**src/hw/rtl/cmaa_pkg.sv**
```systemverilog
`timescale 1ns / 1ps
// ----------------------------------------------------------------------------
// cmaa_pkg
// Shared types and constants for the centered moving average audio unit:
// word layouts, register indexes and the sequencer states.
// ----------------------------------------------------------------------------
package cmaa_pkg;

  // Sample width is fixed by the word layout
  localparam int SAMPLE_BITS      = 16;

  // Defaults for the top-level parameters
  localparam int MAX_RADIUS_DEF   = 31;
  localparam int MAX_CHANNELS_DEF = 2;

  // Register port layout
  localparam int RADIUS_W   = 5;
  localparam int CHANNELS_W = 2;
  localparam int CFG_DATA_W = 5;
  localparam int CFG_IDX_W  = 1;

  typedef enum logic [CFG_IDX_W-1:0] {
    CFG_RADIUS   = 1'b0,
    CFG_CHANNELS = 1'b1
  } cfg_idx_e;

  // Input word: one interleaved sample
  typedef struct packed {
    logic signed [SAMPLE_BITS-1:0] sample;
    logic                          clip_end;
  } in_word_t;

  // Output word: one filtered sample
  typedef struct packed {
    logic signed [SAMPLE_BITS-1:0] filtered;
    logic                          channel;
    logic                          last;
  } out_word_t;

  // Sequencer states
  typedef enum logic [2:0] {
    S_IDLE,   // waiting for a sample
    S_UPD,    // update running sum, write ring
    S_DIV,    // shared divider running
    S_OUT,    // result held on the output
    S_STEP,   // advance channel / frame bookkeeping
    S_FRD,    // flush: read old ring entry
    S_FUPD,   // flush: update running sum
    S_FNEXT   // flush: next channel / frame
  } state_e;

endpackage

```
**src/hw/rtl/cmaa_ram.sv**
```systemverilog
`timescale 1ns / 1ps
// ----------------------------------------------------------------------------
// cmaa_ram
// Generic simple dual-port RAM: one write port, one read port with
// registered read data.
// ----------------------------------------------------------------------------
module cmaa_ram #(
  parameter int WIDTH = 16,
  parameter int DEPTH = 126
) (
  input  logic                     clk_i,
  input  logic                     we_i,
  input  logic [$clog2(DEPTH)-1:0] waddr_i,
  input  logic [WIDTH-1:0]         wdata_i,
  input  logic [$clog2(DEPTH)-1:0] raddr_i,
  output logic [WIDTH-1:0]         rdata_o
);

  logic [WIDTH-1:0] mem_q [DEPTH];
  logic [WIDTH-1:0] rdata_q;

  // Write port and registered read port
  always_ff @(posedge clk_i) begin
    if (we_i) begin
      mem_q[waddr_i] <= wdata_i;
    end
    rdata_q <= mem_q[raddr_i];
  end

  assign rdata_o = rdata_q;

endmodule

```
**src/hw/rtl/centered_moving_average_audio_unit.sv**
```systemverilog
`timescale 1ns / 1ps
// Sequence: an accepted word runs S_UPD, then S_DIV and S_OUT if a result is due, then
//   S_STEP; the divider takes a SUM_W-bit dividend (SUM_W = 22 by default), one quotient
//   bit per divider cycle. Throughput: one word at a time; a stalled output holds it up.
//   At clip end each flushed frame-channel runs S_FRD, S_FUPD, S_DIV/S_OUT if due, S_FNEXT.
// Reset: rst_ni clears control state, radius = 1, channel count = 1; the sample
//   ring is not cleared and needs no clearing pass.
// ----------------------------------------------------------------------------
// centered_moving_average_audio_unit
// Centered moving average over interleaved audio with edge replication.
// Window sums are kept per channel; every average goes through one shared
// iterative divider by the window length, rounded half away from zero.
// ----------------------------------------------------------------------------
module centered_moving_average_audio_unit #(
  parameter int MAX_RADIUS   = cmaa_pkg::MAX_RADIUS_DEF,
  parameter int MAX_CHANNELS = cmaa_pkg::MAX_CHANNELS_DEF
) (
  input  logic                                clk_i,
  input  logic                                rst_ni,
  // input words
  input  logic                                in_valid_i,
  output logic                                in_stall_o,
  input  cmaa_pkg::in_word_t                  in_word_i,
  // output words
  output logic                                out_valid_o,
  input  logic                                out_stall_i,
  output cmaa_pkg::out_word_t                 out_word_o,
  // register writes
  input  logic                                cfg_we_i,
  input  logic [cmaa_pkg::CFG_IDX_W-1:0]      cfg_idx_i,
  input  logic [cmaa_pkg::CFG_DATA_W-1:0]     cfg_data_i
);

  localparam int SB        = cmaa_pkg::SAMPLE_BITS;
  localparam int WIN_DEPTH = 2 * MAX_RADIUS + 1;
  localparam int RAD_W     = $clog2(MAX_RADIUS + 1);
  localparam int LEN_W     = RAD_W + 1;
  localparam int SLOT_W    = $clog2(WIN_DEPTH);
  localparam int MEM_DEPTH = WIN_DEPTH * MAX_CHANNELS;
  localparam int ADDR_W    = $clog2(MEM_DEPTH);
  localparam int SUM_W     = SB + LEN_W;
  localparam int CNT_W     = $clog2(SUM_W + 1);

  // --------------------------------------------------------------------------
  // State
  // --------------------------------------------------------------------------
  cmaa_pkg::state_e state_q, state_d;

  logic [cmaa_pkg::RADIUS_W-1:0]   radius_q;
  logic [cmaa_pkg::CHANNELS_W-1:0] chans_q;

  logic [LEN_W-1:0]         frames_q;
  logic [SLOT_W-1:0]        ws_q;
  logic                     cp_q;
  logic signed [SUM_W-1:0]  sum_q   [MAX_CHANNELS];
  logic signed [SB-1:0]     first_q [MAX_CHANNELS];
  logic signed [SB-1:0]     cur_q   [MAX_CHANNELS];
  logic                     flush_q;
  logic [RAD_W-1:0]         t_q;
  logic                     fch_q;

  // accepted word
  logic signed [SB-1:0]     x_q;
  logic                     end_q;
  logic                     c_q;

  // divider
  logic [SUM_W-1:0]         div_num_q;
  logic [LEN_W-1:0]         div_rem_q;
  logic [CNT_W-1:0]         div_cnt_q;
  logic                     div_neg_q;
  logic                     div_last_q;
  logic                     div_ch_q;

  cmaa_pkg::out_word_t      out_q;

  // --------------------------------------------------------------------------
  // Effective configuration
  // --------------------------------------------------------------------------
  logic [RAD_W-1:0] r_eff;
  logic [LEN_W-1:0] len;
  logic             lch;      // index of the frame's last channel
  logic             c_eff;

  assign r_eff = (radius_q > cmaa_pkg::RADIUS_W'(MAX_RADIUS)) ? RAD_W'(MAX_RADIUS)
                                                               : radius_q[RAD_W-1:0];
  assign len   = {r_eff, 1'b1};
  assign lch   = (MAX_CHANNELS > 1) && (chans_q >= cmaa_pkg::CHANNELS_W'(2));
  assign c_eff = cp_q & lch;

  // --------------------------------------------------------------------------
  // Ring addressing
  // --------------------------------------------------------------------------
  logic [LEN_W-1:0]  dist_f;
  logic [LEN_W-1:0]  rd_dist;
  logic [LEN_W:0]    ws_ext;
  logic [LEN_W:0]    rd_slot_w;
  logic [SLOT_W-1:0] rd_slot;
  logic              rd_ch;
  logic [ADDR_W-1:0] ram_raddr;
  logic [ADDR_W-1:0] ram_waddr;
  logic [SB-1:0]     ram_rdata;
  logic              ram_we;

  assign dist_f  = len - LEN_W'(t_q);
  assign rd_dist = (state_q == cmaa_pkg::S_FRD) ? dist_f : len;
  assign rd_ch   = (state_q == cmaa_pkg::S_FRD) ? fch_q : c_eff;
  assign ws_ext  = (LEN_W + 1)'(ws_q);

  // slot that lies rd_dist frames back, modulo the ring depth
  always_comb begin
    if (ws_ext >= (LEN_W + 1)'(rd_dist)) begin
      rd_slot_w = ws_ext - (LEN_W + 1)'(rd_dist);
    end else begin
      rd_slot_w = ws_ext + (LEN_W + 1)'(WIN_DEPTH) - (LEN_W + 1)'(rd_dist);
    end
  end
  assign rd_slot = rd_slot_w[SLOT_W-1:0];

  assign ram_raddr = ADDR_W'(rd_slot) * ADDR_W'(MAX_CHANNELS) + ADDR_W'(rd_ch);
  assign ram_waddr = ADDR_W'(ws_q) * ADDR_W'(MAX_CHANNELS) + ADDR_W'(c_q);

  cmaa_ram #(
    .WIDTH (SB),
    .DEPTH (MEM_DEPTH)
  ) u_ring (
    .clk_i   (clk_i),
    .we_i    (ram_we),
    .waddr_i (ram_waddr),
    .wdata_i (x_q),
    .raddr_i (ram_raddr),
    .rdata_o (ram_rdata)
  );

  // --------------------------------------------------------------------------
  // Running sum update (normal step and flush share it)
  // --------------------------------------------------------------------------
  logic                    sel_ch;
  logic signed [SB-1:0]    add_in;
  logic signed [SB-1:0]    old_s;
  logic signed [SUM_W-1:0] sum_init;
  logic signed [SUM_W-1:0] sum_new;
  logic                    emit_now;
  logic                    last_now;
  logic [SUM_W-1:0]        mag;

  assign sel_ch = flush_q ? fch_q : c_q;
  assign add_in = flush_q ? cur_q[fch_q] : x_q;

  always_comb begin
    if (flush_q) begin
      old_s = (dist_f > frames_q) ? first_q[fch_q] : $signed(ram_rdata);
    end else begin
      old_s = (frames_q < len) ? first_q[c_q] : $signed(ram_rdata);
    end
  end

  assign sum_init = SUM_W'($signed({1'b0, len})) * SUM_W'(x_q);

  always_comb begin
    if (!flush_q && (frames_q == '0)) begin
      sum_new = sum_init;
    end else begin
      sum_new = sum_q[sel_ch] + SUM_W'(add_in) - SUM_W'(old_s);
    end
  end

  // result due now, and whether it closes the clip
  always_comb begin
    if (flush_q) begin
      emit_now = ((LEN_W + 1)'(frames_q) + (LEN_W + 1)'(t_q)) >= (LEN_W + 1)'(r_eff);
      last_now = (t_q == r_eff) && (fch_q == lch);
    end else begin
      emit_now = frames_q >= LEN_W'(r_eff);
      last_now = end_q && (c_q == lch) && (r_eff == '0);
    end
  end

  // dividend: |sum| + len/2
  assign mag = (sum_new[SUM_W-1] ? SUM_W'(-sum_new) : SUM_W'(sum_new)) + SUM_W'(r_eff);

  // --------------------------------------------------------------------------
  // Divider step: one restoring quotient bit per cycle
  // --------------------------------------------------------------------------
  logic [LEN_W:0]   rem_sh;
  logic             rem_ge;
  logic [LEN_W-1:0] rem_nx;
  logic [SUM_W-1:0] num_nx;
  logic [SB-1:0]    q_mag;
  logic [SB-1:0]    q_signed;

  assign rem_sh   = {div_rem_q, div_num_q[SUM_W-1]};
  assign rem_ge   = rem_sh >= {1'b0, len};
  assign rem_nx   = rem_ge ? LEN_W'(rem_sh - {1'b0, len}) : rem_sh[LEN_W-1:0];
  assign num_nx   = {div_num_q[SUM_W-2:0], rem_ge};
  assign q_mag    = num_nx[SB-1:0];
  assign q_signed = div_neg_q ? SB'('0 - q_mag) : q_mag;

  // --------------------------------------------------------------------------
  // Next state
  // --------------------------------------------------------------------------
  always_comb begin
    state_d = state_q;
    unique case (state_q)
      cmaa_pkg::S_IDLE: begin
        if (in_valid_i) state_d = cmaa_pkg::S_UPD;
      end
      cmaa_pkg::S_UPD: begin
        state_d = emit_now ? cmaa_pkg::S_DIV : cmaa_pkg::S_STEP;
      end
      cmaa_pkg::S_DIV: begin
        if (div_cnt_q == CNT_W'(1)) state_d = cmaa_pkg::S_OUT;
      end
      cmaa_pkg::S_OUT: begin
        if (!out_stall_i) state_d = flush_q ? cmaa_pkg::S_FNEXT : cmaa_pkg::S_STEP;
      end
      cmaa_pkg::S_STEP: begin
        if ((c_q == lch) && end_q && (r_eff != '0)) begin
          state_d = cmaa_pkg::S_FRD;
        end else begin
          state_d = cmaa_pkg::S_IDLE;
        end
      end
      cmaa_pkg::S_FRD: begin
        state_d = cmaa_pkg::S_FUPD;
      end
      cmaa_pkg::S_FUPD: begin
        state_d = emit_now ? cmaa_pkg::S_DIV : cmaa_pkg::S_FNEXT;
      end
      cmaa_pkg::S_FNEXT: begin
        if ((fch_q == lch) && (t_q == r_eff)) begin
          state_d = cmaa_pkg::S_IDLE;
        end else begin
          state_d = cmaa_pkg::S_FRD;
        end
      end
      default: state_d = cmaa_pkg::S_IDLE;
    endcase
  end

  // --------------------------------------------------------------------------
  // Outputs of the sequencer
  // --------------------------------------------------------------------------
  logic upd_en;
  logic div_load;
  logic clear_clip;
  logic cfg_hit;

  always_comb begin
    in_stall_o  = (state_q != cmaa_pkg::S_IDLE);
    out_valid_o = (state_q == cmaa_pkg::S_OUT);
    ram_we      = (state_q == cmaa_pkg::S_UPD);
    upd_en      = (state_q == cmaa_pkg::S_UPD) || (state_q == cmaa_pkg::S_FUPD);
    div_load    = upd_en && emit_now;
    cfg_hit     = cfg_we_i;
    clear_clip  = cfg_hit
               || ((state_q == cmaa_pkg::S_STEP) && (c_q == lch) && end_q
                   && (r_eff == '0))
               || ((state_q == cmaa_pkg::S_FNEXT) && (fch_q == lch) && (t_q == r_eff));
  end

  assign out_word_o = out_q;

  // --------------------------------------------------------------------------
  // Control and clip state registers
  // --------------------------------------------------------------------------
  always_ff @(posedge clk_i or negedge rst_ni) begin
    if (!rst_ni) begin
      state_q   <= cmaa_pkg::S_IDLE;
      radius_q  <= cmaa_pkg::RADIUS_W'(1);
      chans_q   <= cmaa_pkg::CHANNELS_W'(1);
      frames_q  <= '0;
      ws_q      <= '0;
      cp_q      <= 1'b0;
      flush_q   <= 1'b0;
      t_q       <= '0;
      fch_q     <= 1'b0;
      div_cnt_q <= '0;
      for (int i = 0; i < MAX_CHANNELS; i++) begin
        sum_q[i]   <= '0;
        first_q[i] <= '0;
      end
    end else begin
      state_q <= state_d;

      // register writes
      if (cfg_hit) begin
        unique case (cfg_idx_i)
          cmaa_pkg::CFG_RADIUS:   radius_q <= cfg_data_i[cmaa_pkg::RADIUS_W-1:0];
          cmaa_pkg::CFG_CHANNELS: chans_q  <= cfg_data_i[cmaa_pkg::CHANNELS_W-1:0];
          default: ;
        endcase
      end

      // running sum and first frame
      if (upd_en) begin
        sum_q[sel_ch] <= sum_new;
        if (!flush_q && (frames_q == '0)) first_q[c_q] <= x_q;
      end

      // divider counter
      if (div_load) begin
        div_cnt_q <= CNT_W'(SUM_W);
      end else if (state_q == cmaa_pkg::S_DIV) begin
        div_cnt_q <= div_cnt_q - 1'b1;
      end

      // channel / frame bookkeeping
      if (state_q == cmaa_pkg::S_STEP) begin
        if (c_q != lch) begin
          cp_q <= 1'b1;
        end else begin
          cp_q <= 1'b0;
          if (!end_q) begin
            ws_q <= (ws_q == SLOT_W'(WIN_DEPTH - 1)) ? '0 : ws_q + 1'b1;
            if (frames_q != LEN_W'(WIN_DEPTH)) frames_q <= frames_q + 1'b1;
          end else if (r_eff != '0) begin
            flush_q <= 1'b1;
            t_q     <= RAD_W'(1);
            fch_q   <= 1'b0;
          end
        end
      end

      // flush walk: channels inside, frames outside
      if (state_q == cmaa_pkg::S_FNEXT) begin
        if (fch_q == lch) begin
          fch_q <= 1'b0;
          t_q   <= t_q + 1'b1;
        end else begin
          fch_q <= 1'b1;
        end
      end

      // end of clip or register write
      if (clear_clip) begin
        frames_q <= '0;
        ws_q     <= '0;
        cp_q     <= 1'b0;
        flush_q  <= 1'b0;
        for (int i = 0; i < MAX_CHANNELS; i++) begin
          sum_q[i]   <= '0;
          first_q[i] <= '0;
        end
      end
    end
  end

  // --------------------------------------------------------------------------
  // Payload registers
  // --------------------------------------------------------------------------
  always_ff @(posedge clk_i) begin
    // capture the accepted word
    if ((state_q == cmaa_pkg::S_IDLE) && in_valid_i) begin
      x_q   <= in_word_i.sample;
      end_q <= in_word_i.clip_end;
      c_q   <= c_eff;
    end

    // newest frame per channel
    if (state_q == cmaa_pkg::S_UPD) cur_q[c_q] <= x_q;

    // divider
    if (div_load) begin
      div_num_q  <= mag;
      div_rem_q  <= '0;
      div_neg_q  <= sum_new[SUM_W-1];
      div_last_q <= last_now;
      div_ch_q   <= sel_ch;
    end else if (state_q == cmaa_pkg::S_DIV) begin
      div_num_q <= num_nx;
      div_rem_q <= rem_nx;
    end

    // output register
    if ((state_q == cmaa_pkg::S_DIV) && (div_cnt_q == CNT_W'(1))) begin
      out_q.filtered <= $signed(q_signed);
      out_q.channel  <= div_ch_q;
      out_q.last     <= div_last_q;
    end
  end

endmodule

```
**config.mk**
```make
export PLATFORM = sky130hd
export DESIGN_NAME = centered_moving_average_audio_unit
export DESIGN_NICKNAME = d
export VERILOG_FILES = /design/src/hw/rtl/cmaa_pkg.sv /design/src/hw/rtl/cmaa_ram.sv /design/src/hw/rtl/centered_moving_average_audio_unit.sv
export SDC_FILE = /design/constraint.sdc
export NUM_CORES = 2
export LEC_CHECK = 0
export ABC_AREA = 1
export BUFFER_PORTS_ARGS = -buffer_cell sky130_fd_sc_hd__buf_2
export CAP_MARGIN = 30
export CELL_PAD_IN_SITES_DETAIL_PLACEMENT = 1
export CELL_PAD_IN_SITES_GLOBAL_PLACEMENT = 2
export CORE_UTILIZATION = 48
export CTS_BUF_LIST = sky130_fd_sc_hd__clkbuf_8
export DETAILED_ROUTE_END_ITERATION = 12
export PLACE_DENSITY = 0.94
export SLEW_MARGIN = 20
export SYNTH_ARGS = -nofsm -noshare
export SYNTH_HDL_FRONTEND = slang
export SYNTH_HIERARCHICAL = 1
export SYNTH_SLANG_ARGS = --single-unit
```
**constraint.sdc**
```tcl
create_clock -name clk_i -period 20.9 [get_ports clk_i]
set_input_delay 0 -clock clk_i [delete_from_list [all_inputs] [get_ports clk_i]]
set_output_delay 0 -clock clk_i [all_outputs]
set_load 0.01 [all_outputs]
```
* Word level (Yosys, flattened, before mapping)
Memory sizes are Yosys's and may differ from the RTL's. A register that Yosys moved wholly into a read port is not among the register bits.
Index checks and enable logic that the tools add are counted.
** Cells by class
- Multipliers :: 1
- Add/sub/neg operators :: 17
- Mux-type cells :: 80
- Reduce and logical (&&, ||, !) cells :: 42
- Order comparisons :: 13
- Bitwise logic cells :: 5
- Equality and inequality tests :: 20
** Operator list (count)
- $mux 16 :: 12
- $mux 22 :: 8
- $mux 32 :: 3
- $mux 44 :: 2
- $mux 6 :: 13
- $mux 5 :: 9
- $bwmux 44 :: 1
- $bwmux 32 :: 1
- $pmux 3 s8 :: 1
- $add 22x16->22 :: 1
- $add 22x5->22 :: 1
- $demux 22 s1 :: 1
- $mul 7x16->22 :: 1
- $neg 22->22 :: 1
- $sub 22x16->22 :: 1
- $mux 3 :: 7
- $mux 1 :: 20
- $reduce_bool 2->1 :: 10
- $sub 6x6->6 :: 3
- $demux 16 s1 :: 1
- $sub 1x16->16 const A :: 1
- $logic_and 1x1->1 :: 15
- $add 7x1->7 :: 2
- $add 6x1->6 const B :: 2
- other kinds (39) :: 61
** Word-level totals
- Bits in registers :: 178
- Memories :: 2
- Input port bits :: 28
- RAM bits :: 2048
- Word-level logic and storage cells :: 205
** Memories
- u_ring.mem_q :: depth 126, bits a word 16, rd ports 1, clocked after memory_dff 1, write ports 1, RTL line cmaa_ram.sv:19 : logic [WIDTH-1:0] mem_q [DEPTH];
- cur_q :: depth 2, bits a word 16, rd ports 1, clocked after memory_dff 0, write ports 1, RTL line centered_moving_average_audio_unit.sv:57 : logic signed [SB-1:0] cur_q [MAX_CHANNELS];

* Depth between registers and ports, before layout
- Depth in word-level cells :: 12
- Mapped depth :: 49
- Gate-level depth less buffers :: 46

* By module
Netlist, hierarchy kept.
** Modules (own cells, without submodules)
- cmaa_ram :: area an instance 81912.3 µm², cells an instance 6778, instances 1
- centered_moving_average_audio_unit :: area an instance 18685.4 µm², cells an instance 2522, instances 1

* Worst setup path before layout
Ideal clock, no wire load.
- Path kind :: register to register
- Start point :: register x_q[15]
- End point :: register div_num_q[19], data pin
- Data required time :: 20647 ps
- Path slack :: 12953 ps
- Stages on the path, launching flop included :: 36
- Period minus slack after synthesis :: 7947 ps
- Buffers on the path :: 2
- Library setup time :: 253 ps
- Arrival time :: 7694 ps
- Path through :: edfxtp_1 > buf_2 > nand2_1 > inv_1 > fa_1 > fa_1 > fa_1 > fa_1 > ha_1 > nand2_1 > inv_1 > nand3_1 > nor2_1 > nand3_1 > nand3_1 > nand2_1 > nand3_2 > nand2_4 > buf_6 > nor2_1 > xor2_1 > inv_1 > ha_1 > a21oi_1 > inv_1 > a31oi_1 > o21ai_0 > inv_1 > nor2_1 > nand2_1 > nor2_4 > nand2_2 > nor2_1 > nand3_1 > nand3_1 > nand2_1
** On the way
- Cells in the longest elaborated chain, start to end :: 8
- Elaborated cells on any way between the ends :: 9
** Ends and longest elaborated chain
- start, declared :: RTL line centered_moving_average_audio_unit.sv:63 : logic signed [SB-1:0] x_q;
- start signal, assigned :: RTL line centered_moving_average_audio_unit.sv:355 : x_q <= in_word_i.sample;
- $mux 16 :: RTL line centered_moving_average_audio_unit.sv:148 : assign add_in = flush_q ? cur_q[fch_q] : x_q;
- $add 22x16->22 :: RTL line centered_moving_average_audio_unit.sv:164 : sum_new = sum_q[sel_ch] + SUM_W'(add_in) - SUM_W'(old_s);
- $sub 22x16->22 :: RTL line centered_moving_average_audio_unit.sv:164
- $mux 22 (*) :: RTL line centered_moving_average_audio_unit.sv:161 : if (!flush_q && (frames_q == '0)) begin
- $neg 22->22 :: RTL line centered_moving_average_audio_unit.sv:180 : assign mag = (sum_new[SUM_W-1] ? SUM_W'(-sum_new) : SUM_W'(sum_new)) + SUM_W'(r_eff);
- $mux 22 (*) :: RTL line centered_moving_average_audio_unit.sv:180
- $add 22x5->22 (*) :: RTL line centered_moving_average_audio_unit.sv:180
- $mux 22 (*) :: RTL line centered_moving_average_audio_unit.sv:364 : if (div_load) begin
- end signal, assigned :: RTL line centered_moving_average_audio_unit.sv:365 : div_num_q <= mag;
- end signal, assigned :: RTL line centered_moving_average_audio_unit.sv:371 : div_num_q <= num_nx;
- end, declared :: RTL line centered_moving_average_audio_unit.sv:68 : logic [SUM_W-1:0] div_num_q;
Mark *: on every way between the ends. The rest lies on a longest branch, timed or not.
A chain may end at the register's enable or synchronous reset.

* Worst setup path in the final report
- Start point :: register radius_q[4] (netlist name)
- End point :: register div_num_q[20], data pin
** On the way
- Cells in the longest elaborated chain, start to end :: 12
- Elaborated cells on any way between the ends :: 19
** Ends and longest elaborated chain
- start, declared :: RTL line centered_moving_average_audio_unit.sv:49 : logic [cmaa_pkg::RADIUS_W-1:0] radius_q;
- start signal, assigned :: RTL line centered_moving_average_audio_unit.sv:270 : radius_q <= cmaa_pkg::RADIUS_W'(1);
- start signal, assigned :: RTL line centered_moving_average_audio_unit.sv:289 : cmaa_pkg::CFG_RADIUS: radius_q <= cfg_data_i[cmaa_pkg::RADIUS_W-1:0];
- $gt 5x5->1 :: RTL line centered_moving_average_audio_unit.sv:85 : assign r_eff = (radius_q > cmaa_pkg::RADIUS_W'(MAX_RADIUS)) ? RAD_W'(MAX_RADIUS)
- $mux 5 (*) :: RTL line centered_moving_average_audio_unit.sv:85
- $sub 6x5->6 :: RTL line centered_moving_average_audio_unit.sv:105 : assign dist_f = len - LEN_W'(t_q);
- $gt 6x6->1 :: RTL line centered_moving_average_audio_unit.sv:152 : old_s = (dist_f > frames_q) ? first_q[fch_q] : $signed(ram_rdata);
- $mux 16 :: RTL line centered_moving_average_audio_unit.sv:152
- $mux 16 :: RTL line centered_moving_average_audio_unit.sv:151 : if (flush_q) begin
- $sub 22x16->22 :: RTL line centered_moving_average_audio_unit.sv:164
- $mux 22 :: RTL line centered_moving_average_audio_unit.sv:161
- $neg 22->22 :: RTL line centered_moving_average_audio_unit.sv:180
- $mux 22 :: RTL line centered_moving_average_audio_unit.sv:180
- $add 22x5->22 :: RTL line centered_moving_average_audio_unit.sv:180
- $mux 22 (*) :: RTL line centered_moving_average_audio_unit.sv:364
Marked as above.

==> results.py <==
metrics = {
    "critical_path": {
        "critPathRequiredTime_ps": 21690,
        "cp-end-kind": "register",
        "path_max_fanout": 19,
        "critPathKind": "register to register",
        "cp-start-kind": "register",
        "crit_arrival_ps": 9430,
        "crit_path_top_delay_cell": "dfrtp_1",
        "max_stage_delay_ps": 870,
        "critical_path.most_common_cell": "nand3_1",
    },
    "sta": {
        "maxSlewViolCount": 0,
        "fin_crit_ps": 8640,
        "holdWs_ps": 167,
        "setup_viol": 0,
        "finalSetupTns_ps": 0,
        "slew_headroom": 0.283,
        "rsz0062_at_grt": "no",
        "timing.fmax_mhz": 116,
        "hold_violations": 0,
        "finalCritPeriodShare": 0.413,
        "setup_ws_ps": 12260,
        "fin_skew_ps": 65.9,
        "worst_slew_pin_slew_ps": 1080,
    },
    "routing": {
        "first_pass_iters": 8,
        "wl_per_cell_um": 25.9,
        "drc_errors": 0,
        "drt-total-wl_um": 326000,
        "detail-route-antenna-nets": 0,
        "first_iter_violations": 7930,
        "vias": 74400,
        "avgViaCountPerCell": 5.91,
    },
    "clock_tree": {
        "clk_pin_slew_worst_paths_ps": 60,
        "cts-root-buf": "clkbuf_8",
        "htreeDepth": 5,
        "cts_buffers": 379,
        "clock_sinks": 2241,
        "postCtsSetupRepairBufs": 0,
        "insertion_delay_ps": 1090,
        "cts_tree": "done",
        "ctsResizeCount": 0,
        "ctsHoldBuffers": 67,
        "clock_path_buffers": 4,
    },
    "die": {
        "start_util": 0.484,
        "dieArea_sq_mm": 0.211,
        "rows": 167,
        "fp.dieH_um": 460,
        "core_sq_mm": 0.208,
        "io_pins": 48,
        "fp.dieW_um": 460,
    },
    "power": {
        "vdd_ir_drop_max_mv": 0.148,
        "p_per_area_mw_per_mm2": 158,
        "leakagePower_uw": 0.0427,
    },
    "synthesis": {
        "netlist_instances": 9300,
        "synthAdderAreaFrac": 0.0336,
        "synth.top_cell.area_share": 0.630,
        "ys_ff_latch": 2241,
        "yosys.area_share.xor_xnor": 0.00470,
        "yosysSeqAreaShare": 0.661,
        "synth_ff_type": "edfxtp_1",
        "synth_common_cells": "nand2_1 (2775), edfxtp_1 (2109), nand3_1 (2064)",
        "async_reset_ff_frac": 0.0491,
        "syn_area_sq_mm": 0.101,
        "synth_top_cell_by_area": "edfxtp_1",
        "synth_top_family_by_area": "simple AND/OR/NAND/NOR gates",
        "synth_compound_area_frac": 0.0238,
        "yosysMostFrequentCell": "nand2_1",
        "synth_area_per_cell_sq_um": 10.8,
        "synth_cell_types": 56,
        "synth_edf_count": 2109,
        "synth.area.top_cells": "edfxtp_1 (63%), nand2_1 (10%), nand3_1 (10%)",
        "synth_nets": 9543,
        "synth-simple-area-share": 0.225,
        "synth.area.mux_share": 0,
        "yosysWarnings": 6,
    },
    "global_route": {
        "grt_pass1_vias": 78200,
        "antenna_found_initial": 13,
        "overflow": 0,
        "grt_max_degree": 217,
        "grt_pass1_wl_um": 485000,
        "grt_usage": 0.306,
    },
    "placement": {
        "hpwl_um": 194000,
        "placed_cell_area_sq_mm": 0.104,
        "dp_slack_ps": 12150,
        "place_congestion": 0.868,
        "placedCellCount": 11800,
        "portBuffers": 47,
    },
    "cells_and_area": {
        "fill_cells": 22300,
        "seqCellArea_sq_mm": 0.0665,
        "final_cell_count_no_fill": 12600,
        "final_area_sq_mm": 0.111,
        "multiInputGateArea_sq_mm": 0.0290,
        "drive_above_1_share": 0.0852,
        "fin_nets": 9765,
        "syn2layout_area_growth_pct": 10.4,
    },
    "flow_run": {
        "max_cap_violations": 0,
    },
    "hold_path": {
        "hold_class": "input port to register",
    },
    "run_status": {
        "status": "finished clean",
    },
}
## path summary, 6_finish.rpt
check	from	endpoint	slack [ps]	cells after the start
min in group asynchronous	rst_ni	sum_q[10]	620	5
worst max register to register	radius_q[4]	div_num_q[20]	12260	36
worst min-delay path	in_word_i[11]	x_q[10]	170	3
worst max-delay path	radius_q[4]	div_num_q[20]	12260	36
worst min register to register	div_ch_q	out_word_o[1]	450	0
max in group asynchronous	rst_ni	radius_q[0]	19500	6
## flip-flops by register name, summed over array words and instances (netlist names), 3 cells and up
register	flops
frames_q	6
div_cnt_q	5
t_q	5
x_q	16
cur_q	32
u_ring/mem_q	2016
u_ring/rdata_o	16
out_word_o	18
state_q	3
first_q	32
sum_q	44
ws_q	6
div_rem_q	6
radius_q	5
div_num_q	22
## worst max-delay path: cells and delay by family (launching register included)
family	cells	cell delay, ps
AO/OA/AOI/OAI	3	570
XOR/XNOR	1	200
adder cells (fa/ha/maj)	4	1660
buffers and inverters	6	1590
flip-flops	1	870
AND/OR/NAND/NOR	22	3450
## layer usage
layer | share of wire | vias to the layer above | global-route usage | wire length (um)
li1 | - | 32600 | - | -
met1 | 0.39 | 37800 | 0.399 | 129000
met2 | 0.48 | 3279 | 0.504 | 158000
met3 | 0.079 | 705 | 0.0524 | 25600
met4 | 0.042 | 4 | 0.131 | 13700
met5 | 0.000083 | - | 0 | 27
## kinds of logic after synthesis
family | count (synthesis)
buf+inv | 1146
simple gates | 5228
flops | 2241
xor+xnor | 54
fa+ha+maj | 215
compound gates | 416
## cell usage in the layout, fill, tap and decap left out, types with 9 or more instances in the layout
| master | instances |
|---|---|
| nor2_2 | 15 |
| fa_1 | 92 |
| xnor2_1 | 15 |
| dfxtp_1 | 22 |
| inv_2 | 14 |
| edfxtp_1 | 2109 |
| o21ai_1 | 11 |
| nand2_1 | 2771 |
| o22ai_1 | 80 |
| a21oi_1 | 116 |
| a22oi_1 | 14 |
| nor2_4 | 13 |
| buf_2 | 47 |
| diode_2 | 10 |
| xor2_1 | 36 |
| nand3b_1 | 12 |
| nand3_1 | 2064 |
| ha_1 | 123 |
| inv_1 | 735 |
| clkinvlp_4 | 9 |
| buf_4 | 226 |
| o21ai_0 | 126 |
| nand4_1 | 29 |
| buf_12 | 13 |
| nor3_1 | 31 |
| clkinv_1 | 80 |
| nand2_2 | 16 |
| dlygate4sd3_1 | 66 |
| nor2_1 | 245 |
| dfrtp_1 | 107 |
| o211ai_1 | 37 |
| clkinv_2 | 32 |
| clkbuf_8 | 390 |
## metrics by stage
step / util / total power (uW)
2_1_floorplan: - / 11200
6_report: 0.535 / 17600
4_1_cts: 0.534 / 17600
5_1_grt: 0.535 / 18600
3_3_place_gp: 0.499 / 13700
3_5_place_dp: 0.499 / 14000
## area by class of cell
cell class,count,area share
Tap cell,2788,0.0314
Multi-Input combinational cell,5913,0.261
Antenna cell,10,0.000225
Sequential cell,2241,0.599
Timing Repair Buffer,366,0.0279
Inverter,621,0.0214
Clock buffer,390,0.0483
Clock inverter,260,0.0107
## power by group
group          total (uW)  leakage (uW)  switching [uW]  internal (uW)
Clock                3560       0.00385            1780           1780
Sequential           5330        0.0206             135           5190
Combinational        8690        0.0182            6320           2380
No activity file was read; power rests on OpenSTA's default activity.
